$ cat src/round_robin_quantum_scheduler_unit_assert.svh
// Assertion macros for the round-robin quantum scheduler.
// Define ASSERT_OFF to compile every check away; no other dependencies.
`ifndef ROUND_ROBIN_QUANTUM_SCHEDULER_UNIT_ASSERT_SVH
`define ROUND_ROBIN_QUANTUM_SCHEDULER_UNIT_ASSERT_SVH
`ifndef ASSERT_OFF
// same-cycle implication
`define RRQS_ASSERT_IMPL(label, clk, rst, ante, cons, msg) \
   label: assert property (@(posedge clk) disable iff (rst) (ante) |-> (cons)) \
      else $error(msg);
// next-cycle implication
`define RRQS_ASSERT_NEXT(label, clk, rst, ante, cons, msg) \
   label: assert property (@(posedge clk) disable iff (rst) (ante) |=> (cons)) \
      else $error(msg);
`else
`define RRQS_ASSERT_IMPL(label, clk, rst, ante, cons, msg)
`define RRQS_ASSERT_NEXT(label, clk, rst, ante, cons, msg)
`endif
`endif

$ cat src/rrqs_pkg.sv
// Shared constants, types and helpers of the round-robin quantum scheduler.
// No dependencies; used by the ready queue and the top level.
package rrqs_pkg;

   localparam int MAX_JOBS = 8;
   localparam int NUM_IDS  = 8;
   localparam int ID_W     = 3;
   localparam int VOL_W    = 16;
   localparam int QNT_W    = 8;
   localparam int PTR_W    = $clog2(MAX_JOBS);
   localparam int CNT_W    = $clog2(MAX_JOBS + 1);

   localparam logic [1:0] ARR_ACCEPTED = 2'd0;
   localparam logic [1:0] ARR_IGNORED  = 2'd1;
   localparam logic [1:0] ARR_DROPPED  = 2'd2;

   localparam logic KIND_ARRIVAL = 1'b0;
   localparam logic KIND_TICK    = 1'b1;

   typedef struct packed {
      logic            rd;       // read the entry at the head
      logic            pop;      // advance the head
      logic            push;     // write push_id at the tail and advance it
      logic [ID_W-1:0] push_id;
   } queue_cmd_type;

   typedef struct packed {
      logic [CNT_W-1:0] count;
      logic             empty;
      logic             full;
   } queue_stat_type;

   function automatic logic [PTR_W-1:0] ptr_next(input logic [PTR_W-1:0] ptr);
      logic [PTR_W-1:0] nxt;
      nxt = (ptr == PTR_W'(MAX_JOBS - 1)) ? '0 : ptr + 1'b1;
      return nxt;
   endfunction

endpackage

$ cat src/rrqs_ram.sv
// Generic single-write, single-read synchronous RAM with a registered read.
// No dependencies.
module rrqs_ram #(
   parameter int WIDTH = 8,
   parameter int DEPTH = 8,
   localparam int ADDR_W = $clog2(DEPTH)
) (
   input  logic              clock,
   input  logic              wr_en,
   input  logic [ADDR_W-1:0] wr_addr,
   input  logic [WIDTH-1:0]  wr_data,
   input  logic              rd_en,
   input  logic [ADDR_W-1:0] rd_addr,
   output logic [WIDTH-1:0]  rd_data
);

   logic [WIDTH-1:0] mem_ff [DEPTH];
   logic [WIDTH-1:0] rd_data_ff;

   always_ff @(posedge clock) begin
      if (wr_en) begin
         mem_ff[wr_addr] <= wr_data;
      end
      if (rd_en) begin
         rd_data_ff <= mem_ff[rd_addr];
      end
   end

   assign rd_data = rd_data_ff;

endmodule

$ cat src/rrqs_ready_queue.sv
// Ring-shaped ready queue of job ids: head, tail and fill count around one RAM.
// Depends on rrqs_pkg and rrqs_ram.
module rrqs_ready_queue (
   input  logic                        clock,
   input  logic                        reset,
   input  rrqs_pkg::queue_cmd_type     cmd,
   output logic [rrqs_pkg::ID_W-1:0]   head_id,
   output rrqs_pkg::queue_stat_type    stat
);
   import rrqs_pkg::*;

   logic [PTR_W-1:0] head_ff, head_in;
   logic [PTR_W-1:0] tail_ff, tail_in;
   logic [CNT_W-1:0] count_ff, count_in;

   rrqs_ram #(
      .WIDTH(ID_W),
      .DEPTH(MAX_JOBS)
   ) u_queue_ram (
      .clock  (clock),
      .wr_en  (cmd.push),
      .wr_addr(tail_ff),
      .wr_data(cmd.push_id),
      .rd_en  (cmd.rd),
      .rd_addr(head_ff),
      .rd_data(head_id)
   );

   always_comb begin
      head_in  = cmd.pop  ? ptr_next(head_ff) : head_ff;
      tail_in  = cmd.push ? ptr_next(tail_ff) : tail_ff;
      count_in = count_ff;
      case ({cmd.push, cmd.pop})
         2'b10:   count_in = count_ff + 1'b1;
         2'b01:   count_in = count_ff - 1'b1;
         default: count_in = count_ff;
      endcase
   end

   always_ff @(posedge clock) begin
      if (reset) begin
         head_ff  <= '0;
         tail_ff  <= '0;
         count_ff <= '0;
      end else begin
         head_ff  <= head_in;
         tail_ff  <= tail_in;
         count_ff <= count_in;
      end
   end

   assign stat.count = count_ff;
   assign stat.empty = (count_ff == '0);
   assign stat.full  = (count_ff == CNT_W'(MAX_JOBS));

endmodule

$ cat src/round_robin_quantum_scheduler_unit.sv
// Round-robin scheduler with a time quantum.
// Input channel req_*: tuser is the item kind (arrival or tick), tdata carries
// job_id and volume. Every accepted item gives exactly one transaction on rsp_*.
// An arrival stores the job's volume and queues its id; a zero volume is ignored
// and an arrival into a full queue is dropped, both flagged in arrival_status.
// A tick requeues a preempted job behind a non-empty queue, dispatches the head
// of the queue if no job runs or one was preempted, and serves one work unit
// of the running job. csr_wr_en/csr_wr_data write the quantum (reset 4, 0 acts
// as 1); a new value applies from the next quantum load. Write it only while
// the block is idle. Timing: a sequencer takes one item at a time. An arrival
// or idle tick passes through the states DECIDE and OUT, a tick that serves
// the running job through DECIDE, WORK and OUT, and a tick that dispatches
// from the queue through DECIDE, POP, WORK and OUT; the next item is taken in
// the same cycle as the last result appears. The queue RAM and the work RAM
// both have a registered read; a dispatching tick reads them one after the other.
// Reset (synchronous) empties the queue and stops the running job; the RAMs are
// not cleared. While rsp_tready is low the result register holds its
// transaction; the block still takes and works one more item and waits with
// its result.
`include "round_robin_quantum_scheduler_unit_assert.svh"

module round_robin_quantum_scheduler_unit (
   input  logic        clock,
   input  logic        reset,
   input  logic        req_tvalid,
   output logic        req_tready,
   input  logic [23:0] req_tdata,   // [2:0] job_id, [18:3] volume, [23:19] zero
   input  logic        req_tuser,   // [0] kind
   output logic        rsp_tvalid,
   input  logic        rsp_tready,
   output logic [7:0]  rsp_tdata,   // [2:0] served_job, [3] served_valid,
                                    // [4] job_done, [6:5] arrival_status, [7] zero
   output logic        rsp_tuser,   // [0] result_kind
   input  logic        csr_wr_en,
   input  logic [7:0]  csr_wr_data  // quantum
);
   import rrqs_pkg::*;

   localparam logic [2:0] S_IDLE   = 3'd0;
   localparam logic [2:0] S_DECIDE = 3'd1;
   localparam logic [2:0] S_POP    = 3'd2;
   localparam logic [2:0] S_WORK   = 3'd3;
   localparam logic [2:0] S_OUT    = 3'd4;

   logic [2:0]       state_ff, state_in;
   logic             kind_ff, kind_in;
   logic [ID_W-1:0]  id_ff, id_in;
   logic [VOL_W-1:0] vol_ff, vol_in;
   logic [QNT_W-1:0] quantum_ff;
   logic [ID_W-1:0]  running_job_ff, running_job_in;
   logic             running_valid_ff, running_valid_in;
   logic [QNT_W-1:0] quantum_left_ff, quantum_left_in;
   logic             requeue_ff, requeue_in;
   logic [ID_W-1:0]  res_served_ff, res_served_in;
   logic             res_valid_ff, res_valid_in;
   logic             res_done_ff, res_done_in;
   logic [1:0]       res_status_ff, res_status_in;
   logic             rsp_tvalid_ff, rsp_tvalid_in;
   logic             rsp_kind_ff, rsp_kind_in;
   logic [7:0]       rsp_data_ff, rsp_data_in;

   logic [QNT_W-1:0] quantum_load;
   logic [VOL_W-1:0] work_next;
   logic [QNT_W-1:0] quantum_dec;

   queue_cmd_type    q_cmd;
   queue_stat_type   q_stat;
   logic [ID_W-1:0]  q_head_id;

   logic             w_wr_en;
   logic [ID_W-1:0]  w_wr_addr;
   logic [VOL_W-1:0] w_wr_data;
   logic             w_rd_en;
   logic [ID_W-1:0]  w_rd_addr;
   logic [VOL_W-1:0] w_rd_data;

   rrqs_ready_queue u_ready_queue (
      .clock  (clock),
      .reset  (reset),
      .cmd    (q_cmd),
      .head_id(q_head_id),
      .stat   (q_stat)
   );

   rrqs_ram #(
      .WIDTH(VOL_W),
      .DEPTH(NUM_IDS)
   ) u_work_ram (
      .clock  (clock),
      .wr_en  (w_wr_en),
      .wr_addr(w_wr_addr),
      .wr_data(w_wr_data),
      .rd_en  (w_rd_en),
      .rd_addr(w_rd_addr),
      .rd_data(w_rd_data)
   );

   assign req_tready   = (state_ff == S_IDLE);
   assign quantum_load = (quantum_ff == '0) ? QNT_W'(1) : quantum_ff;
   assign work_next    = (w_rd_data != '0) ? w_rd_data - 1'b1 : '0;
   assign quantum_dec  = (quantum_left_ff != '0) ? quantum_left_ff - 1'b1 : '0;

   always_comb begin
      state_in         = state_ff;
      kind_in          = kind_ff;
      id_in            = id_ff;
      vol_in           = vol_ff;
      running_job_in   = running_job_ff;
      running_valid_in = running_valid_ff;
      quantum_left_in  = quantum_left_ff;
      requeue_in       = requeue_ff;
      res_served_in    = res_served_ff;
      res_valid_in     = res_valid_ff;
      res_done_in      = res_done_ff;
      res_status_in    = res_status_ff;
      rsp_kind_in      = rsp_kind_ff;
      rsp_data_in      = rsp_data_ff;
      // drop the result once the receiver takes it
      rsp_tvalid_in    = rsp_tvalid_ff && !rsp_tready;
      q_cmd            = '0;
      w_wr_en          = 1'b0;
      w_wr_addr        = running_job_ff;
      w_wr_data        = work_next;
      w_rd_en          = 1'b0;
      w_rd_addr        = running_job_ff;

      unique case (state_ff)
         S_IDLE: begin
            if (req_tvalid) begin
               kind_in  = req_tuser;
               id_in    = req_tdata[ID_W-1:0];
               vol_in   = req_tdata[ID_W+VOL_W-1:ID_W];
               state_in = S_DECIDE;
            end
         end
         S_DECIDE: begin
            res_served_in = '0;
            res_valid_in  = 1'b0;
            res_done_in   = 1'b0;
            res_status_in = ARR_ACCEPTED;
            if (kind_ff == KIND_ARRIVAL) begin
               if (vol_ff == '0) begin
                  res_status_in = ARR_IGNORED;
               end else if (q_stat.full) begin
                  res_status_in = ARR_DROPPED;
               end else begin
                  w_wr_en       = 1'b1;
                  w_wr_addr     = id_ff;
                  w_wr_data     = vol_ff;
                  q_cmd.push    = 1'b1;
                  q_cmd.push_id = id_ff;
               end
               state_in = S_OUT;
            end else begin
               requeue_in = 1'b0;
               if (!q_stat.empty && (requeue_ff || !running_valid_ff)) begin
                  // fetch the next job from the head
                  q_cmd.rd = 1'b1;
                  state_in = S_POP;
               end else if (running_valid_ff) begin
                  // preempted job alone in the system runs on with a fresh quantum
                  if (requeue_ff) begin
                     quantum_left_in = quantum_load;
                  end
                  w_rd_en  = 1'b1;
                  state_in = S_WORK;
               end else begin
                  state_in = S_OUT;
               end
            end
         end
         S_POP: begin
            q_cmd.pop = 1'b1;
            // a job still running here was preempted: put it behind the queue
            if (running_valid_ff) begin
               q_cmd.push    = 1'b1;
               q_cmd.push_id = running_job_ff;
            end
            running_job_in   = q_head_id;
            running_valid_in = 1'b1;
            quantum_left_in  = quantum_load;
            w_rd_en          = 1'b1;
            w_rd_addr        = q_head_id;
            state_in         = S_WORK;
         end
         S_WORK: begin
            w_wr_en       = 1'b1;
            res_served_in = running_job_ff;
            res_valid_in  = 1'b1;
            if (work_next == '0) begin
               res_done_in      = 1'b1;
               running_valid_in = 1'b0;
            end else begin
               quantum_left_in = quantum_dec;
               if (quantum_dec == '0) begin
                  requeue_in = 1'b1;
               end
            end
            state_in = S_OUT;
         end
         S_OUT: begin
            if (!rsp_tvalid_ff || rsp_tready) begin
               rsp_tvalid_in = 1'b1;
               rsp_kind_in   = kind_ff;
               rsp_data_in   = {1'b0, res_status_ff, res_done_ff, res_valid_ff,
                                res_served_ff};
               state_in      = S_IDLE;
            end
         end
         default: begin
            state_in = S_IDLE;
         end
      endcase
   end

   always_ff @(posedge clock) begin
      if (reset) begin
         state_ff         <= S_IDLE;
         quantum_ff       <= QNT_W'(4);
         running_job_ff   <= '0;
         running_valid_ff <= 1'b0;
         quantum_left_ff  <= '0;
         requeue_ff       <= 1'b0;
         rsp_tvalid_ff    <= 1'b0;
      end else begin
         state_ff         <= state_in;
         running_job_ff   <= running_job_in;
         running_valid_ff <= running_valid_in;
         quantum_left_ff  <= quantum_left_in;
         requeue_ff       <= requeue_in;
         rsp_tvalid_ff    <= rsp_tvalid_in;
         if (csr_wr_en) begin
            quantum_ff <= csr_wr_data;
         end
      end
   end

   always_ff @(posedge clock) begin
      kind_ff       <= kind_in;
      id_ff         <= id_in;
      vol_ff        <= vol_in;
      res_served_ff <= res_served_in;
      res_valid_ff  <= res_valid_in;
      res_done_ff   <= res_done_in;
      res_status_ff <= res_status_in;
      rsp_kind_ff   <= rsp_kind_in;
      rsp_data_ff   <= rsp_data_in;
   end

   assign rsp_tvalid = rsp_tvalid_ff;
   assign rsp_tdata  = rsp_data_ff;
   assign rsp_tuser  = rsp_kind_ff;

   `RRQS_ASSERT_IMPL(a_queue_bound, clock, reset, 1'b1, q_stat.count <= CNT_W'(MAX_JOBS), "ready queue count beyond depth")
   `RRQS_ASSERT_IMPL(a_no_push_full, clock, reset, q_cmd.push && !q_cmd.pop, !q_stat.full, "push into a full ready queue")
   `RRQS_ASSERT_NEXT(a_pop_dispatch, clock, reset, q_cmd.pop, running_valid_ff && state_ff == S_WORK, "pop without dispatch")
   `RRQS_ASSERT_IMPL(a_done_served, clock, reset, rsp_tvalid_ff && rsp_data_ff[4], rsp_data_ff[3] && rsp_kind_ff == KIND_TICK, "job done without a served tick")

endmodule
$ cat config.mk
export PLATFORM = sky130hd
export DESIGN_NAME = round_robin_quantum_scheduler_unit
export DESIGN_NICKNAME = d
export VERILOG_FILES = /design/src/rrqs_pkg.sv /design/src/rrqs_ram.sv /design/src/rrqs_ready_queue.sv /design/src/round_robin_quantum_scheduler_unit.sv
export VERILOG_INCLUDE_DIRS = /design/src /design/src/src
export SDC_FILE = /design/constraint.sdc
export NUM_CORES = 1
export LEC_CHECK = 0
export ABC_AREA = 1
export BUFFER_PORTS_ARGS = -buffer_cell sky130_fd_sc_hd__buf_2
export CORE_MARGIN = 1
export CORE_UTILIZATION = 52
export DETAILED_ROUTE_END_ITERATION = 10
export PLACE_DENSITY = 0.75
export SLEW_MARGIN = 30
export SYNTH_ARGS = -nofsm -noshare
export SYNTH_HDL_FRONTEND = slang
export SYNTH_SLANG_ARGS = --single-unit
$ cat constraint.sdc
create_clock -name clock -period 5.05 [get_ports clock]
set_clock_uncertainty 0.1 [all_clocks]
set_input_delay 0.2525 -clock clock [delete_from_list [all_inputs] [get_ports clock]]
set_output_delay 0.2525 -clock clock [all_outputs]
set_load 0.02 [all_outputs]
=== Yosys cells after proc, flatten, opt, wreduce, memory -nomap -nowiden ===
Memories as Yosys holds them, arrays and structs flattened. A register that Yosys moved wholly into a read port is not among the register bits.
Cells that the tools add are included.

* Output and inout port bits: 11
* Memories kept: 2
* Logic and storage cells: 136
* Bits in latches: 0
* Memory bits (read-only): 0
* Bits in writable memories: 152
* Flip-flop bits (word level): 70
* Bits of input ports: 38

{| class="wikitable"
|+ Memory list
! memory !! depth !! width !! rd ports !! clocked after Yosys merged registers in !! write ports !! RTL line !! text
|-
| u_work_ram.mem_ff || 8 || 16 || 1 || 1 || 1 || rrqs_ram.sv:17 || <nowiki>logic [WIDTH-1:0] mem_ff [DEPTH];</nowiki>
|-
| u_ready_queue.u_queue_ram.mem_ff || 8 || 3 || 1 || 1 || 1 || rrqs_ram.sv:17 ||
|}

* Div/mod/pow operators: 0
* Bitwise gates (word level): 0
* Multiplexer cells: 62
* Multipliers: 0
* $add $sub $neg: 6
* Magnitude comparators: 0
* Reduce and logical (&&, ||, !) cells: 28
* Shift operators: 0
* Eq/ne operators: 18

{| class="wikitable"
|+ Operators by type and width
! cell !! number
|-
| 16-bit two-way mux || 5
|-
| 8-bit two-way mux || 7
|-
| 3-bit two-way mux || 12
|-
| 16-bit logical NOT || 2
|-
| 8-bit case mux with 3 select lines || 1
|-
| 1-bit two-way mux || 22
|-
| 2-bit inequality test (second input constant) || 9
|-
| 8-bit logical NOT || 2
|-
| 4-bit two-way mux || 4
|-
| 4-bit case mux with 2 select lines || 2
|-
| 16-bit nonzero test || 1
|-
| 16-bit by 1-bit subtractor with 16-bit output (second input constant) || 1
|-
| 3-bit case mux with 5 select lines || 1
|-
| 1-bit case mux with 2 select lines || 6
|-
| 2-bit AND reduction || 5
|-
| 3-bit equality test (second input constant) || 3
|-
| 8-bit nonzero test || 1
|-
| 8-bit by 1-bit subtractor with 8-bit output (second input constant) || 1
|-
| 3-bit by 1-bit adder with 3-bit output (second input constant) || 2
|-
| 3-bit by 2-bit equality test with 1-bit output (second input constant) || 2
|-
| 3-bit case mux with 2 select lines || 1
|-
| 6-bit AND reduction || 1
|-
| 2-bit nonzero test || 3
|-
| 4-bit by 1-bit adder with 4-bit output (second input constant) || 1
|-
| other kinds (14) || 19
|}

=== Longest topological paths before layout ===
* Depth in word-level cells: 7
* Mapped depth: 19

=== Hierarchy ===
A second synthesis with hierarchy kept.

* Cell total of the unflattened synthesis: 1225
* Area, all modules: 11270.8 um2

{| class="wikitable"
|+ By module, submodules not included
! module !! cells each !! area each (um2) !! instances !! sequential area each (um2)
|-
| rrqs_ram at u_work_ram || 587 || 6149.6 || 1 || 4324.1
|-
| round_robin_quantum_scheduler_unit || 442 || 3362.0 || 1 || 1551.5
|-
| rrqs_ram at u_ready_queue.u_queue_ram || 124 || 1207.4 || 1 || 810.8
|-
| rrqs_ready_queue || 72 || 551.8 || 1 || 200.2
|}

=== Worst setup path after synthesis ===
Ideal clock, no wire load.

* Path type: flip-flop to flip-flop
* Start: reg state_ff[0]
* End: mem u_work_ram.mem_ff[2][0] in the netlist's numbering, enable pin
* Data arrival time: 2.352 ns
* Clock period less this slack: 2.841 ns
* Stages on the path, launching flop included: 12
* Path slack: 2.209 ns
* Path buffers: 1
* Data required time: 4.562 ns
* Path through: dfxtp_1 inv_2 nor2_2 inv_1 nor2_2 nand2_1 buf_2 nand2_1 o21ai_0 inv_1 nand2_1 nor2_1

* Longest elaborated chain between the ends: 4
* Elaborated cells between the ends (all ways): 6
* Those cells by class: eq/ne: 2; mux: 4

{| class="wikitable"
|+ Ends and longest elaborated chain
! item !! RTL line !! text
|-
| from (decl) || round_robin_quantum_scheduler_unit.sv:45 || <nowiki>logic [2:0] state_ff, state_in;</nowiki>
|-
| from (signal assigned) || round_robin_quantum_scheduler_unit.sv:226 || <nowiki>state_ff <= state_in;</nowiki>
|-
| 3-bit by 2-bit equality test with 1-bit output / 3-bit by 1-bit equality test with 1-bit output (equally long branches) || round_robin_quantum_scheduler_unit.sv:127 || <nowiki>unique case (state_ff)</nowiki>
|-
| 1-bit case mux with 2 select lines || round_robin_quantum_scheduler_unit.sv:127 ||
|-
| 1-bit two-way mux || rrqs_ram.sv:21 || <nowiki>if (wr_en) begin</nowiki>
|-
| 1-bit two-way mux (implied by the code) || rrqs_ram.sv:22 || <nowiki>mem_ff[wr_addr] <= wr_data;</nowiki>
|-
| to (decl) || rrqs_ram.sv:17 ||
|}

Several ways; a longest one is shown, not always the timed one.

=== Final worst setup path ===
* Start: reg state_ff[0]
* End: reg u_ready_queue.count_ff[3]

* Longest elaborated chain between the ends: 4
* Elaborated cells between the ends (all ways): 8
* Those cells by class: eq/ne: 4; mux: 3; reduce/logical: 1

{| class="wikitable"
|+ Ends and longest elaborated chain
! item !! RTL line !! text
|-
| 3-bit by 2-bit equality test with 1-bit output / 3-bit by 1-bit equality test with 1-bit output (equally long branches) || round_robin_quantum_scheduler_unit.sv:127 ||
|-
| 4-bit case mux with 2 select lines / 1-bit two-way mux (equally long branches) || round_robin_quantum_scheduler_unit.sv:127 ||
|-
| 2-bit by 1-bit equality test with 1-bit output / 2-bit equality test (equally long branches) || rrqs_ready_queue.sv:33 || <nowiki>case ({cmd.push, cmd.pop})</nowiki>
|-
| 4-bit case mux with 2 select lines / 2-bit nonzero test (equally long branches) || n/a ||
|-
| to (signal assigned) || rrqs_ready_queue.sv:48 || <nowiki>count_ff <= count_in;</nowiki>
|-
| to (decl) || rrqs_ready_queue.sv:14 || <nowiki>logic [CNT_W-1:0] count_ff, count_in;</nowiki>
|}

Several ways; a longest one is shown, not always the timed one.
A chain may end at the register's enable or synchronous reset.

==> results by group <==
Status
  • Outcome: completed

Clock tree
  • Root buf cell: clkbuf_16
  • CTS tree: built
  • CTS Hold Buffers Added: 37
  • Cts repair resizes: 0
  • Postcts setup bufs: 0
  • Worst-path clk slew: 0.06 ns
  • Max clock buf depth: 3
  • CTS Sinks: 241
  • Clock latency at the later pin of the worst-skew pair: 0.51 ns
  • Inserted Clock Buffers: 24
  • H-tree lvl count: 1

Yosys
  • Mean post-synth cell area: 10.57 um2
  • Synth Instances: 980
  • Synth Warn #: 0
  • Most common cell in the netlist: edfxtp_1
  • Mapped Nets: 1028
  • Largest area contributor in the netlist: edfxtp_1
  • Distinct cells, synth: 41
  • Netlist Area Pre-Place: 0.01036 mm2
  • Number of synthesized flops with an enable pin: 206
  • Seq/Total Area, Yosys: 0.6650
  • Area share of the leading cell type in the synthesized netlist: 0.5973
  • Ys flop type: edfxtp_1
  • Number of synthesized register bits: 241
  • Synth top cells by count: edfxtp_1 (206), nor2_1 (182), nand2_1 (138), o21ai_0 (99), inv_1 (85)
  • Largest cells by area after synthesis: edfxtp_1 (60%), dfxtp_1 (6.8%), nor2_1 (6.6%), nand2_1 (5.0%), o21ai_0 (4.8%)
  • Async SR Flop Fraction: 0

Placement
  • Post-DP HPWL: 13360 um
  • Port Buffers: 42
  • Placed Cells: 1264
  • Routability congestion estimate: 0.8590

Die
  • Die width: 143.1 um
  • # rows: 51
  • CORE AREA: 0.01946 mm2
  • Initial Util: 0.5321
  • Die area: 0.02048 mm2
  • Die Y: 143.1 um
  • Ports: 49

Critical path
  • Worst setup path startpoint: state_ff[0]
  • Cell family with most CP delay: simple AND/OR/NAND/NOR gates
  • Critical Path Sink Type: flop
  • Worst R2R Start: state_ff[0]
  • Worst setup path category: flop to flop
  • Crit path required time: 5.35 ns
  • Slowest CP cell: dfxtp_1
  • Worst r2r dst: u_ready_queue.count_ff[3]
  • WP buf/inv: 4
  • Crit Path Max Fanout: 23
  • CP peak stage delay: 0.47 ns
  • CP most frequent cell: nand2_1
  • Crit path DAT: 3.59 ns
  • Worst setup endpoint: u_ready_queue.count_ff[3]
  • R2r worst-path depth: 18
  • Reg2Reg Setup Slack: 1.76 ns
  • Stages on the worst setup path: 18
  • CP Launch Type: flop
  • Crit-path cells: inv_2 -> nor2_2 -> inv_1 -> nor2_2 -> nand2_1 -> buf_4 -> nand2_1 -> inv_1 -> ha_1 -> ha_1 -> nand2_1 -> nor2_1 -> a211oi_1 -> nor2_1 -> nor2_1 -> nand2_1 -> o21ai_0 -> a21oi_1

Cells and area
  • Final Non-Filler Cells: 1344
  • Final Util: 0.6136
  • Fraction of final layout cells with drive strength greater than 1: 0.1084
  • P&R area growth vs syn: 15.32%
  • Post-layout nets: 1110
  • Antenna cells: 0

Global route
  • Initial antenna violation count: 0
  • Vias in the first global route: 6839
  • First-pass GRT wire length: 34100 um
  • Pin count of the biggest net entering global routing: 66
  • Total global-route track usage: 0.2192
  • Total gr overflow: 0

Drt
  • Routed via count: 7320
  • Post-DRT Antenna Nets: 0
  • DRT Wirelength: 22540 um
  • Vias per std cell: 5.446
  • DRT Pass-1 Iters: 6
  • Iteration-0 DRC Markers: 570
  • WL/cell: 16.77 um
  • DRC viols: 0

Timing
  • # setup viols final: 0
  • Final Slew Violations: 0
  • Worst slew pin tran: 1.006 ns
  • Fin crit share: 0.6523
  • Minimum clock period: 3.294 ns
  • Fmax: 303.6 MHz
  • Slew headroom: 0.3226
  • Unrepaired setup endpoints after global routing: false
  • Final TNS setup: 0 ns
  • Final Hold Vio Count: 0

Pwr
  • Pwr Density: 390.6 mW/mm2
  • Pleak: 4.532 nW
  • Total power: 4.664 mW
  • Peak VDD IR: 0.2893 mV

Hold path
  • Hold Path Class: input pin to flop

Job
  • Max cap viols: 0
-- tightest hold or removal path: cells and delay by family --
family | cells | cell delay [ns]
AO/OA/AOI/OAI | 1 | 0.10
buffers and inverters | 2 | 0.31
-- flip-flops by register name, indices dropped and copies added, names as in the netlist, 4 cells and up --
register / cells
vol_ff: 16
quantum_ff: 8
u_work_ram.rd_data: 16
u_ready_queue.count_ff: 4
quantum_left_ff: 8
rsp_tdata: 7
u_ready_queue.u_queue_ram.mem_ff: 24
u_work_ram.mem_ff: 128
-- layout by cell type, fill, tap and decap left out, types with 2 or more instances in the layout --
master and instances:
o21ai_0 97, a21oi_1 24, o21ai_1 41, o22ai_1 38
nor4_1 2, nor3_1 2, xor2_1 4, nor2_4 5
dfxtp_1 35, nor2_1 181, nand2_4 2, nand2_1 138
clkbuf_8 2, inv_2 5, clkbuf_1 10, clkinv_1 4
nor2_2 5, inv_1 85, clkbuf_16 26, nand2_2 4
o21ai_2 5, buf_2 42, nand4_1 7, a211oi_1 3
edfxtp_1 206, dlygate4sd3_1 37, buf_4 12, ha_1 9
a31oi_1 3, or2_2 2, nand3_1 29, clkinv_2 3
-- where the power goes --
part / switching (mW) / internal [mW]
Clock: 0.709 / 1.02
Combinational: 0.408 / 0.188
Sequential: 0.0477 / 2.29
Total: 1.16 / 3.50
-- cell families (layout without fill, tap and decap cells) --
logic type	count (synthesis)	count (layout)	share of synthesized area
compound gates	214	214	0.1115
xor+xnor	5	5	0.004228
fa+ha+maj	10	10	0.01281
buf+inv	128	227	0.05219
flops	241	241	0.6650
other cells	1	1	0.0003621
simple gates	381	381	0.1539
-- metrics by stage --
stage	cell area, um2	setup slack [ns]	hold slack, ns
floorplan	10360	2.209	0.2305
global placement	10800	1.868	0.3059
detailed placement	10810	1.811	0.3189
CTS	11940	1.772	0.05676
global route	11940	1.483	0.1011
finish	11940	1.756	0.1096
-- area by class of cell --
cell class	instances	area, um2
clock inverters	5	47.55
well taps	265	331.6
multi-input cells	611	2940
inverters	93	350.3
repair buffers	91	670.6
fillers	1534	7520
flip-flops and latches	241	6887
clock buffers	38	715.7
-- worst min path at each step --
stage	from	end	slack, ns	cells past startpoint
global placement	res_done_ff	rsp_tdata[4]	0.31	0
finish	csr_wr_en	quantum_ff[3]	0.11	3
floorplan	reset	state_ff[0]	0.23	1
CTS	csr_wr_en	quantum_ff[7]	0.06	3
detailed placement	res_done_ff	rsp_tdata[4]	0.32	0
global route	csr_wr_en	quantum_ff[7]	0.10	3
-- per-layer routing --
| metal | vias up | global-route usage | wire length (um) |
|---|---|---|---|
| met5 | - | 0 | 0 |
| met4 | 0 | 0.05829 | 542 |
| met3 | 47 | 0.04125 | 1402 |
| met2 | 228 | 0.3954 | 11310 |
| met1 | 3508 | 0.2681 | 9283 |
| li1 | 3537 | - | - |
No activity file was read; power rests on OpenSTA's default activity.
